## src/hw/rtl/sha256_pkg.sv

```systemverilog
package sha256_pkg;

    localparam int unsigned WordW    = 32;
    localparam int unsigned BlkWords = 16;
    localparam int unsigned Rounds   = 64;

    localparam logic [WordW-1:0] RoundK [Rounds] = '{
        32'h428a2f98, 32'h71374491, 32'hb5c0fbcf, 32'he9b5dba5,
        32'h3956c25b, 32'h59f111f1, 32'h923f82a4, 32'hab1c5ed5,
        32'hd807aa98, 32'h12835b01, 32'h243185be, 32'h550c7dc3,
        32'h72be5d74, 32'h80deb1fe, 32'h9bdc06a7, 32'hc19bf174,
        32'he49b69c1, 32'hefbe4786, 32'h0fc19dc6, 32'h240ca1cc,
        32'h2de92c6f, 32'h4a7484aa, 32'h5cb0a9dc, 32'h76f988da,
        32'h983e5152, 32'ha831c66d, 32'hb00327c8, 32'hbf597fc7,
        32'hc6e00bf3, 32'hd5a79147, 32'h06ca6351, 32'h14292967,
        32'h27b70a85, 32'h2e1b2138, 32'h4d2c6dfc, 32'h53380d13,
        32'h650a7354, 32'h766a0abb, 32'h81c2c92e, 32'h92722c85,
        32'ha2bfe8a1, 32'ha81a664b, 32'hc24b8b70, 32'hc76c51a3,
        32'hd192e819, 32'hd6990624, 32'hf40e3585, 32'h106aa070,
        32'h19a4c116, 32'h1e376c08, 32'h2748774c, 32'h34b0bcb5,
        32'h391c0cb3, 32'h4ed8aa4a, 32'h5b9cca4f, 32'h682e6ff3,
        32'h748f82ee, 32'h78a5636f, 32'h84c87814, 32'h8cc70208,
        32'h90befffa, 32'ha4506ceb, 32'hbef9a3f7, 32'hc67178f2
    };

    localparam logic [WordW-1:0] InitHash [8] = '{
        32'h6a09e667, 32'hbb67ae85, 32'h3c6ef372, 32'ha54ff53a,
        32'h510e527f, 32'h9b05688c, 32'h1f83d9ab, 32'h5be0cd19
    };

    localparam logic [7:0] PadByte = 8'h80;
    localparam logic [5:0] LastBlkLimit = 6'd56;

    localparam logic OP_ABSORB = 1'b0;
    localparam logic OP_FINISH = 1'b1;

    function automatic logic [WordW-1:0] rotr(input logic [WordW-1:0] x, input int unsigned n);
        rotr = (x >> n) | (x << (WordW - n));
    endfunction

    function automatic logic [WordW-1:0] big_s0(input logic [WordW-1:0] x);
        big_s0 = rotr(x, 2) ^ rotr(x, 13) ^ rotr(x, 22);
    endfunction

    function automatic logic [WordW-1:0] big_s1(input logic [WordW-1:0] x);
        big_s1 = rotr(x, 6) ^ rotr(x, 11) ^ rotr(x, 25);
    endfunction

    function automatic logic [WordW-1:0] sml_s0(input logic [WordW-1:0] x);
        sml_s0 = rotr(x, 7) ^ rotr(x, 18) ^ (x >> 3);
    endfunction

    function automatic logic [WordW-1:0] sml_s1(input logic [WordW-1:0] x);
        sml_s1 = rotr(x, 17) ^ rotr(x, 19) ^ (x >> 10);
    endfunction

endpackage

```

## src/hw/rtl/sha256_ram.sv

```systemverilog
module sha256_ram #(
    parameter int unsigned WIDTH = 32,
    parameter int unsigned DEPTH = 16
) (
    input  logic                     i_clk,
    input  logic                     i_we,
    input  logic [$clog2(DEPTH)-1:0] i_waddr,
    input  logic [WIDTH-1:0]         i_wdata,
    input  logic [$clog2(DEPTH)-1:0] i_raddr,
    output logic [WIDTH-1:0]         o_rdata
);
    logic [WIDTH-1:0] r_mem [DEPTH];
    logic [WIDTH-1:0] r_rdata;

    always_ff @(posedge i_clk) begin
        if (i_we) begin
            r_mem[i_waddr] <= i_wdata;
        end
        r_rdata <= r_mem[i_raddr];
    end

    assign o_rdata = r_rdata;
endmodule

```

## src/hw/rtl/sha256_stream_hasher.sv

```systemverilog
// SHA-256 hasher for a byte stream.
// Input channel (i_valid/o_ready): i_op selects absorb (one message byte in
// i_data_byte) or finish. Output channel (o_valid/i_ready): after a finish,
// eight digest words, word 0 first, o_last_word high on word 7.
// Absorbed bytes are packed into words and written to a 16-word block RAM.
// The 64th byte of a block starts a compression: the block is streamed
// from the RAM into the schedule register, then 64 rounds run at one per
// cycle, and finally the working variables are folded into the hash.
// A finish runs one or two such compressions (two when 56 or more bytes are
// pending), then presents the eight words, one per cycle when not stalled.
// While a compression runs or digest words wait, o_ready is low; a stalled
// receiver simply holds the block on the current word. No byte is taken
// while a block is compressed, so the round loop and the RAM read-out set the rate.
// After the last word transfers, the hash returns to the initial values.
// Reset (synchronous, active low) restores the initial hash, clears the
// byte and bit counts and returns to idle; the block RAM is not cleared.
module sha256_stream_hasher (
    input  logic        i_clk,
    input  logic        i_rst_n,
    input  logic        i_valid,
    output logic        o_ready,
    input  logic        i_op,
    input  logic [7:0]  i_data_byte,
    output logic        o_valid,
    input  logic        i_ready,
    output logic [31:0] o_digest_word,
    output logic [2:0]  o_word_index,
    output logic        o_last_word
);
    import sha256_pkg::*;

    typedef enum logic [4:0] {
        S_IDLE  = 5'b00001,
        S_LOAD  = 5'b00010,
        S_ROUND = 5'b00100,
        S_FOLD  = 5'b01000,
        S_OUT   = 5'b10000
    } t_state;

    typedef enum logic [1:0] {
        BK_DATA = 2'd0,
        BK_PAD  = 2'd1,
        BK_ZLEN = 2'd2
    } t_blk;

    t_state r_state, n_state;
    t_blk   r_blk, n_blk;
    logic [5:0]  r_cnt, n_cnt;
    logic [63:0] r_bits, n_bits;
    logic [4:0]  r_ld, n_ld;
    logic [5:0]  r_rnd, n_rnd;
    logic [2:0]  r_oidx, n_oidx;
    logic [31:0] r_h [8];
    logic [31:0] r_wk [8];
    logic [31:0] r_w [16];
    logic [31:0] r_part;

    logic        in_acc, out_acc;
    logic        ram_we;
    logic [3:0]  ram_waddr;
    logic [31:0] ram_wdata, ram_rdata;
    logic [31:0] byte_word, pad_word, ld_word, new_w, t1, t2;
    logic [3:0]  ld_idx, nw;
    logic [1:0]  bp;
    logic        final_pad;

    assign in_acc  = i_valid && o_ready;
    assign out_acc = o_valid && i_ready;
    assign o_ready = (r_state == S_IDLE);
    assign o_valid = (r_state == S_OUT);
    assign o_digest_word = r_h[r_oidx];
    assign o_word_index  = r_oidx;
    assign o_last_word   = (r_oidx == 3'd7);

    assign nw = r_cnt[5:2];
    assign bp = r_cnt[1:0];
    assign final_pad = (r_cnt < LastBlkLimit);
    assign ld_idx = r_ld[3:0] - 4'd1;

    // current partial word with the new byte placed at its lane
    always_comb begin
        byte_word = r_part;
        pad_word  = '0;
        for (int k = 0; k < 4; k++) begin
            if (k == bp) begin
                byte_word[(3-k)*8 +: 8] = i_data_byte;
                pad_word[(3-k)*8 +: 8]  = PadByte;
            end else if (k < bp) begin
                pad_word[(3-k)*8 +: 8]  = r_part[(3-k)*8 +: 8];
            end
        end
    end

    assign ram_we    = in_acc && (i_op == OP_ABSORB) && (bp == 2'd3);
    assign ram_waddr = nw;
    assign ram_wdata = byte_word;

    sha256_ram #(.WIDTH(32), .DEPTH(16)) u_blk_ram (
        .i_clk   (i_clk),
        .i_we    (ram_we),
        .i_waddr (ram_waddr),
        .i_wdata (ram_wdata),
        .i_raddr (r_ld[3:0]),
        .o_rdata (ram_rdata)
    );

    // word fed into the schedule during read-out, with padding applied
    always_comb begin
        ld_word = '0;
        case (r_blk)
            BK_DATA: ld_word = ram_rdata;
            BK_PAD: begin
                if (ld_idx < nw) begin
                    ld_word = ram_rdata;
                end else if (ld_idx == nw) begin
                    ld_word = pad_word;
                end
                if (final_pad && ld_idx == 4'd14) begin
                    ld_word = r_bits[63:32];
                end else if (final_pad && ld_idx == 4'd15) begin
                    ld_word = r_bits[31:0];
                end
            end
            BK_ZLEN: begin
                if (ld_idx == 4'd14) begin
                    ld_word = r_bits[63:32];
                end else if (ld_idx == 4'd15) begin
                    ld_word = r_bits[31:0];
                end
            end
            default: ld_word = '0;
        endcase
    end

    assign new_w = sml_s1(r_w[14]) + r_w[9] + sml_s0(r_w[1]) + r_w[0];
    assign t1 = r_wk[7] + big_s1(r_wk[4]) + ((r_wk[4] & r_wk[5]) ^ (~r_wk[4] & r_wk[6]))
              + RoundK[r_rnd] + r_w[0];
    assign t2 = big_s0(r_wk[0])
              + ((r_wk[0] & r_wk[1]) ^ (r_wk[0] & r_wk[2]) ^ (r_wk[1] & r_wk[2]));

    always_comb begin
        n_state = r_state;
        n_blk   = r_blk;
        n_cnt   = r_cnt;
        n_bits  = r_bits;
        n_ld    = r_ld;
        n_rnd   = r_rnd;
        n_oidx  = r_oidx;
        case (r_state)
            S_IDLE: begin
                if (in_acc) begin
                    n_ld = '0;
                    if (i_op == OP_ABSORB) begin
                        n_cnt  = r_cnt + 6'd1;
                        n_bits = r_bits + 64'd8;
                        if (r_cnt == 6'd63) begin
                            n_blk   = BK_DATA;
                            n_state = S_LOAD;
                        end
                    end else begin
                        n_blk   = BK_PAD;
                        n_state = S_LOAD;
                    end
                end
            end
            S_LOAD: begin
                n_ld = r_ld + 5'd1;
                if (r_ld == 5'd16) begin
                    n_rnd   = '0;
                    n_state = S_ROUND;
                end
            end
            S_ROUND: begin
                n_rnd = r_rnd + 6'd1;
                if (r_rnd == 6'd63) begin
                    n_state = S_FOLD;
                end
            end
            S_FOLD: begin
                n_ld = '0;
                if (r_blk == BK_DATA) begin
                    n_state = S_IDLE;
                end else if (r_blk == BK_PAD && !final_pad) begin
                    n_blk   = BK_ZLEN;
                    n_state = S_LOAD;
                end else begin
                    n_oidx  = '0;
                    n_state = S_OUT;
                end
            end
            S_OUT: begin
                if (out_acc) begin
                    n_oidx = r_oidx + 3'd1;
                    if (r_oidx == 3'd7) begin
                        n_cnt   = '0;
                        n_bits  = '0;
                        n_state = S_IDLE;
                    end
                end
            end
            default: n_state = S_IDLE;
        endcase
    end

    always_ff @(posedge i_clk) begin
        if (!i_rst_n) begin
            r_state <= S_IDLE;
            r_blk   <= BK_DATA;
            r_cnt   <= '0;
            r_bits  <= '0;
            r_ld    <= '0;
            r_rnd   <= '0;
            r_oidx  <= '0;
            for (int k = 0; k < 8; k++) begin
                r_h[k] <= InitHash[k];
            end
        end else begin
            r_state <= n_state;
            r_blk   <= n_blk;
            r_cnt   <= n_cnt;
            r_bits  <= n_bits;
            r_ld    <= n_ld;
            r_rnd   <= n_rnd;
            r_oidx  <= n_oidx;
            if (r_state == S_FOLD) begin
                for (int k = 0; k < 8; k++) begin
                    r_h[k] <= r_h[k] + r_wk[k];
                end
            end else if (r_state == S_OUT && out_acc && r_oidx == 3'd7) begin
                for (int k = 0; k < 8; k++) begin
                    r_h[k] <= InitHash[k];
                end
            end
        end
    end

    always_ff @(posedge i_clk) begin
        if (in_acc && i_op == OP_ABSORB) begin
            r_part <= byte_word;
        end
        if ((r_state == S_LOAD && r_ld != 5'd0) || r_state == S_ROUND) begin
            for (int k = 0; k < 15; k++) begin
                r_w[k] <= r_w[k+1];
            end
            r_w[15] <= (r_state == S_LOAD) ? ld_word : new_w;
        end
        if (r_state == S_LOAD && r_ld == 5'd16) begin
            for (int k = 0; k < 8; k++) begin
                r_wk[k] <= r_h[k];
            end
        end else if (r_state == S_ROUND) begin
            r_wk[7] <= r_wk[6];
            r_wk[6] <= r_wk[5];
            r_wk[5] <= r_wk[4];
            r_wk[4] <= r_wk[3] + t1;
            r_wk[3] <= r_wk[2];
            r_wk[2] <= r_wk[1];
            r_wk[1] <= r_wk[0];
            r_wk[0] <= t1 + t2;
        end
    end
endmodule

```

## config.mk

```make
export PLATFORM = sky130hd
export DESIGN_NAME = sha256_stream_hasher
export DESIGN_NICKNAME = d
export VERILOG_FILES = /design/src/hw/rtl/sha256_pkg.sv /design/src/hw/rtl/sha256_ram.sv /design/src/hw/rtl/sha256_stream_hasher.sv
export SDC_FILE = /design/constraint.sdc
export NUM_CORES = 2
export LEC_CHECK = 0
export ABC_AREA = 1
export ABC_CLOCK_PERIOD_IN_PS = 46700
export BUFFER_PORTS_ARGS = -buffer_cell sky130_fd_sc_hd__buf_2
export CAP_MARGIN = 20
export CORE_ASPECT_RATIO = 0.5
export CORE_MARGIN = 4
export CORE_UTILIZATION = 50
export CTS_CLUSTER_SIZE = 40
export DETAILED_ROUTE_END_ITERATION = 8
export PLACE_DENSITY_LB_ADDON = 0.25
export SKIP_CTS_REPAIR_TIMING = 1
export SYNTH_ARGS = -nofsm -noshare
export SYNTH_HDL_FRONTEND = slang
export SYNTH_SLANG_ARGS = --single-unit
```

## constraint.sdc

```tcl
create_clock -name i_clk -period 46.7 [get_ports i_clk]
set_clock_uncertainty 0.1 [all_clocks]
set_input_delay 9.34 -clock i_clk [delete_from_list [all_inputs] [get_ports i_clk]]
set_output_delay 9.34 -clock i_clk [all_outputs]
set_load 0.05 [all_outputs]
```

-- Word-level counts from Yosys, hierarchy flattened
Memory sizes are Yosys's and may differ from the RTL's. A register that Yosys moved wholly into a read port is not among the register bits.
Cells that the tools add are included.
- register bits: 123
- latch bits: 0
- bits in writable memories: 1536
- memory bits (read-only): 2048
- input bits: 13
- output and inout port bits: 38
- logic and storage cells: 249
- memories: 5
- add/subtract/negate cells: 24
- $mul: 0
- div/mod/pow operators: 0
- $lt $le $gt $ge: 6
- eq/ne operators: 28
- shift operators: 0
- mux-type cells: 98
- bitwise operators: 53
- reduce and logical (&&, ||, !) cells: 27
- memory list (name ; depth ; bits a word ; read ports ; clocked after memory_dff ; wr ports ; RTL line ; text):
    (no name shown) ; 64 ; 32 ; 1 ; 0 ; 0 ; sha256_stream_hasher.sv:137 ; + RoundK[r_rnd] + r_w[0];
    r_w ; 16 ; 32 ; 16 ; 0 ; 16 ; sha256_stream_hasher.sv:55 ; logic [31:0] r_w [16];
    u_blk_ram.r_mem ; 16 ; 32 ; 1 ; 1 ; 1 ; sha256_ram.sv:12 ; logic [WIDTH-1:0] r_mem [DEPTH];
    r_h ; 8 ; 32 ; 9 ; 1 ; 8 ; sha256_stream_hasher.sv:53 ; logic [31:0] r_h [8];
    r_wk ; 8 ; 32 ; 8 ; 0 ; 8 ; sha256_stream_hasher.sv:54 ; logic [31:0] r_wk [8];
- operators by type and width (cell ; count):
    $mux 32 ; 33
    $add 32x32->32 ; 18
    $xor 32x32->32 ; 9
    $mux 64 ; 4
    $and 32x32->32 ; 5
    $pmux 64 s2 ; 1
    $pmux 32 s3 ; 1
    $mux 8 ; 11
    $add 64x4->64 const B ; 1
    $mux 5 ; 10
    $not 32->32 ; 1
    $or 10x32->32 ; 1
    $or 13x32->32 ; 1
    $or 14x32->32 ; 1
    $or 15x32->32 ; 1
    $or 19x32->32 ; 1
    $or 21x32->32 ; 1
    $or 25x32->32 ; 1
    $or 26x32->32 ; 1
    $or 30x32->32 ; 1
    $or 7x32->32 ; 1
    $xor 32x22->32 ; 1
    $xor 32x29->32 ; 1
    $mux 6 ; 5
    other kinds (47) ; 125

-- Logic depth before layout (Yosys ltp)
- word-level depth: 9
- gate-level depth with buffers: 47
- mapped depth without buffers: 46

-- Hierarchy
Synthesis repeated with hierarchy kept, for this count alone.
- cells, all modules: 11478
- area, all modules: 100058.5 µm²
- by module, submodules not included (module ; instances ; cells each ; area an instance (µm²) ; sequential area each (µm²)):
    sha256_stream_hasher ; 1 ; 9358 ; 77327.9 ; 32250.9
    sha256_ram ; 1 ; 2120 ; 22730.6 ; 16015.4

-- Least setup slack after synthesis
Ideal clock, no wire load.
- kind: reg-to-reg
- from: reg r_ld[0]
- to: mem r_w[0][0] (enable)
- library setup time: 2.097 ns
- arrival time: 36.997 ns
- required time: 44.503 ns
- setup slack: 7.507 ns
- cell stages (with the launch flop): 8
- path through: dfxtp_1 -> inv_2 -> clkbuf_1 -> clkbuf_1 -> ha_1 -> inv_1 -> nor4_1 -> o21ai_0
- RTL lines (element ; RTL line ; text):
    from (decl) ; sha256_stream_hasher.sv:50 ; logic [4:0] r_ld, n_ld;
    from (signal assigned) ; sha256_stream_hasher.sv:222 ; r_ld <= n_ld;
    to (decl) ; sha256_stream_hasher.sv:55 ;

==> run_results.csv <==
group,metric,value,unit
grt,antenna_found_initial,15,
place,placedInstanceArea,101000,um2
synth,yosys.area.top_type,"edfxtp_1",
synth,synth.distinct_cells,68,
power,pwr-share-seq,50.1,%
power,intPower,0.00247,W
floorplan,die_area,203000,um2
cts,clk_pin_slew,0.07,ns
synth,yosysWarnings,0,
synth,synth_top_area_share,44.2,%
floorplan,core_area,194000,um2
drt,drtIter0Drc,11700,
timing,setup_viol_count_final,0,
place,routabilityCongestion,1.05,
cts,cts_buffer_depth,4,
drt,wl,363000,um
power,swShare,25.8,%
synth,syn_area_per_cell,9.00,um2
floorplan,rows,114,
drt,vias,82700,
synth,netlist_instances,10900,
synth,ys_ff_latch,1691,
setup_path,cp-start-kind,"register",
place,dp_cells,13200,
cts,clkSinkCount,1691,
timing,finalMaxSlewViolations,0,
timing,relSlewSlack,19.7,%
layout,final_cells,13500,
layout,final_cell_area,106000,um2
grt,grt_max_degree,196,
timing,rsz0062_at_grt,"no",
timing,finalHoldViolCount,0,
synth,synth_edf_count,1440,
grt,grt_pass1_vias,75600,
grt,grt_usage,34.7,%
cts,cts_made_buffers,161,
cts,cts_tree,"built",
hold_path,hold_path.class,"register to register",
synth,synth.top_cells.by_area,"edfxtp_1, nand2_1, o21ai_0",
place,io_buffers,50,
drt,first_pass_iters,9,
layout,layout-drive-gt1-share,4.59,%
synth,async_reset_ff_share,0,%
cts,insertion_delay,0.84,ns
floorplan,initial_core_util,50.5,%
drt,viasPerCell,6.12,
timing,worstMarginPinSlew,1.19,ns
synth,mappedNetlistArea,97900,um2
run_status,status,"finished clean",
power,vdd_drop_max,0.0347,mV
timing,period_share,29.8,%
power,powerDensity,31.3,nW/um2
power,p_sw,0.000856,W
timing,finalSetupTns,0,ns
setup_path,cp.required,37.26,ns
setup_path,cp_data_arrival_time,4.46,ns
cts,cts-root-buf,"clkbuf_16",
synth,ys_seq_area_share,49.3,%
cts,cts-htree-levels,4,
synth,syn_nets,11500,
setup_path,critPathCaptureType,"output pin",
layout,syn_to_final_growth,8.37,%
power,pwr-share-clk,39.8,%
drt,wl_per_cell,26.9,um
setup_path,worstSetupPathType,"register to output pin",
job,maxCapViolations,0,
timing,max_freq,71.9,MHz
drt,ant_nets,0,
synth,yosys_most_used_dff,"edfxtp_1",
floorplan,ios,51,
grt,grt.overflow.total,0,
drt,post-route-drc-count,0,
power,power_leakage,41.1,nW
place,dp_hpwl,272000,um
timing,period_minus_slack,13.90,ns
layout,nets,11400,
grt,grt_pass1_wl,519000,um
setup_path,path_max_fanout,112,
floorplan,die_w,634,um
power,comb_power_share,10.1,%
floorplan,die_h,321,um
[worst paths after layout]
path / start / slack, ns / cells after the start / to
worst max-delay path: register / 32.80 / 6 / o_digest_word[21]
worst min-delay path: r_w[1][173] / 0.30 / 0 / r_w[1][141]
worst max register to register: r_rnd[0] / 36.51 / 40 / r_wk[0][31]
worst min register to register: r_w[1][173] / 0.30 / 0 / r_w[1][141]
[worst max-delay path: stages (launching register included)]
cell and delay (ns):
dfxtp_4 1.05, inv_4 0.53, buf_4 0.50, a21oi_1 0.21
o21ai_0 0.11, a31oi_1 0.67, buf_2 0.39
[cells in the final DEF (no fill, tap or decap), types with 12 or more instances in the layout]
master	netlist	layout
o211ai_1	95	95
clkinv_1	4	20
a21oi_1	851	851
inv_2	13	12
nand4_1	121	121
nor2_1	1000	980
or2_2	36	36
xnor2_1	167	167
fa_1	195	195
xor2_1	209	209
a21o_1	55	55
nand3b_1	21	21
a31o_2	13	13
a221oi_1	15	15
edfxtp_1	1440	1440
buf_4	4	98
nor4_1	26	26
a31oi_1	65	65
nand3_1	511	511
buf_2	46	50
clkbuf_16	0	168
nor2_4	6	25
o21a_1	47	47
o21ai_1	28	30
clkinv_2	1	20
o21ai_0	1156	1152
a21boi_0	35	35
ha_1	409	409
a211oi_1	17	16
nand2_1	2065	2063
o21bai_1	86	86
nor3_1	108	107
inv_1	1160	1156
o221ai_1	71	71
clkbuf_1	342	39
dfxtp_1	251	245
o22ai_1	102	102
[synthesized netlist by cell type, types with 21 or more instances]
cell type / n
nand3b_1: 21
clkbuf_1: 342
nand4_1: 121
nor4_1: 26
o21a_1: 47
dfxtp_1: 251
nor2_1: 1000
o21ai_0: 1156
ha_1: 409
nand2_1: 2065
nand3_1: 511
o221ai_1: 71
nor3_1: 108
buf_2: 46
inv_1: 1160
xnor2_1: 167
o21ai_1: 28
edfxtp_1: 1440
xor2_1: 209
a21boi_0: 35
buf_1: 23
a21o_1: 55
a21oi_1: 851
o211ai_1: 95
o22ai_1: 102
a31oi_1: 65
or2_2: 36
o21bai_1: 86
fa_1: 195
[power groups by stage]
stage / clock network [W] / logic [W] / registers [W]
finish: 0.00132 / 0.000334 / 0.00166
global route: 0.00140 / 0.000363 / 0.00166
CTS: 0.00133 / 0.000325 / 0.00166
detailed placement: 0 / 0.000324 / 0.00170
global placement: 0 / 0.000322 / 0.00170
floorplan: 0 / 0.000209 / 0.00169
[sequential cells by signal, indices dropped and copies added (netlist names), named ones only]
signal / count
o_word_index: 3
r_wk: 256
r_h: 256
u_blk_ram.o_rdata: 32
r_ld: 5
r_bits: 61
r_rnd: 6
r_cnt: 6
r_w: 512
r_state: 5
r_blk: 2
u_blk_ram.r_mem: 512
r_part: 32
[cell type report]
type | instances | area (um2)
Clock inverter | 62 | 611
Inverter | 1178 | 4440
Fill cell | 17700 | 87800
Multi-Input combinational cell | 7594 | 43800
Timing Repair Buffer | 159 | 1270
Antenna cell | 8 | 20.0
Clock buffer | 213 | 4430
Sequential cell | 1691 | 48300
Tap cell | 2610 | 3270
[per-layer routing]
layer	up-vias	global-route usage [%]	part of all wire, %
met4	12	17.3	6.1
met2	4744	51.8	43
met3	962	8.05	11
met5	-	0	0.022
li1	37300	-	-
met1	39700	47.8	40
[metrics by stage]
step | power, W | util, % | hold slack (ns) | setup WS (ns)
after floorplan | 0.00190 | - | 0.300 | 7.51
after global placement | 0.00202 | 52.0 | 0.300 | 33.96
after detailed placement | 0.00202 | 52.0 | 0.305 | 33.96
after CTS | 0.00332 | 54.6 | 0.305 | 33.06
after global routing | 0.00343 | 54.7 | 0.311 | 32.77
final | 0.00332 | 54.7 | 0.299 | 32.80
[cells by family (layout without fill, tap and decap cells)]
group,after synthesis,after routing,share of synthesized area [%]
buffers and inverters,1593,1612,6.18
xor gates and xnor gates,377,377,3.38
and+or+nand+nor,3926,3926,16.6
other,0,8,0
muxes,4,4,0.0409
adders and majority gates,606,606,9.23
AOI/OAI and AO/OA,2681,2681,15.3
DFF,1691,1691,49.3
Note: power is estimated with default switching activity, not from simulation.
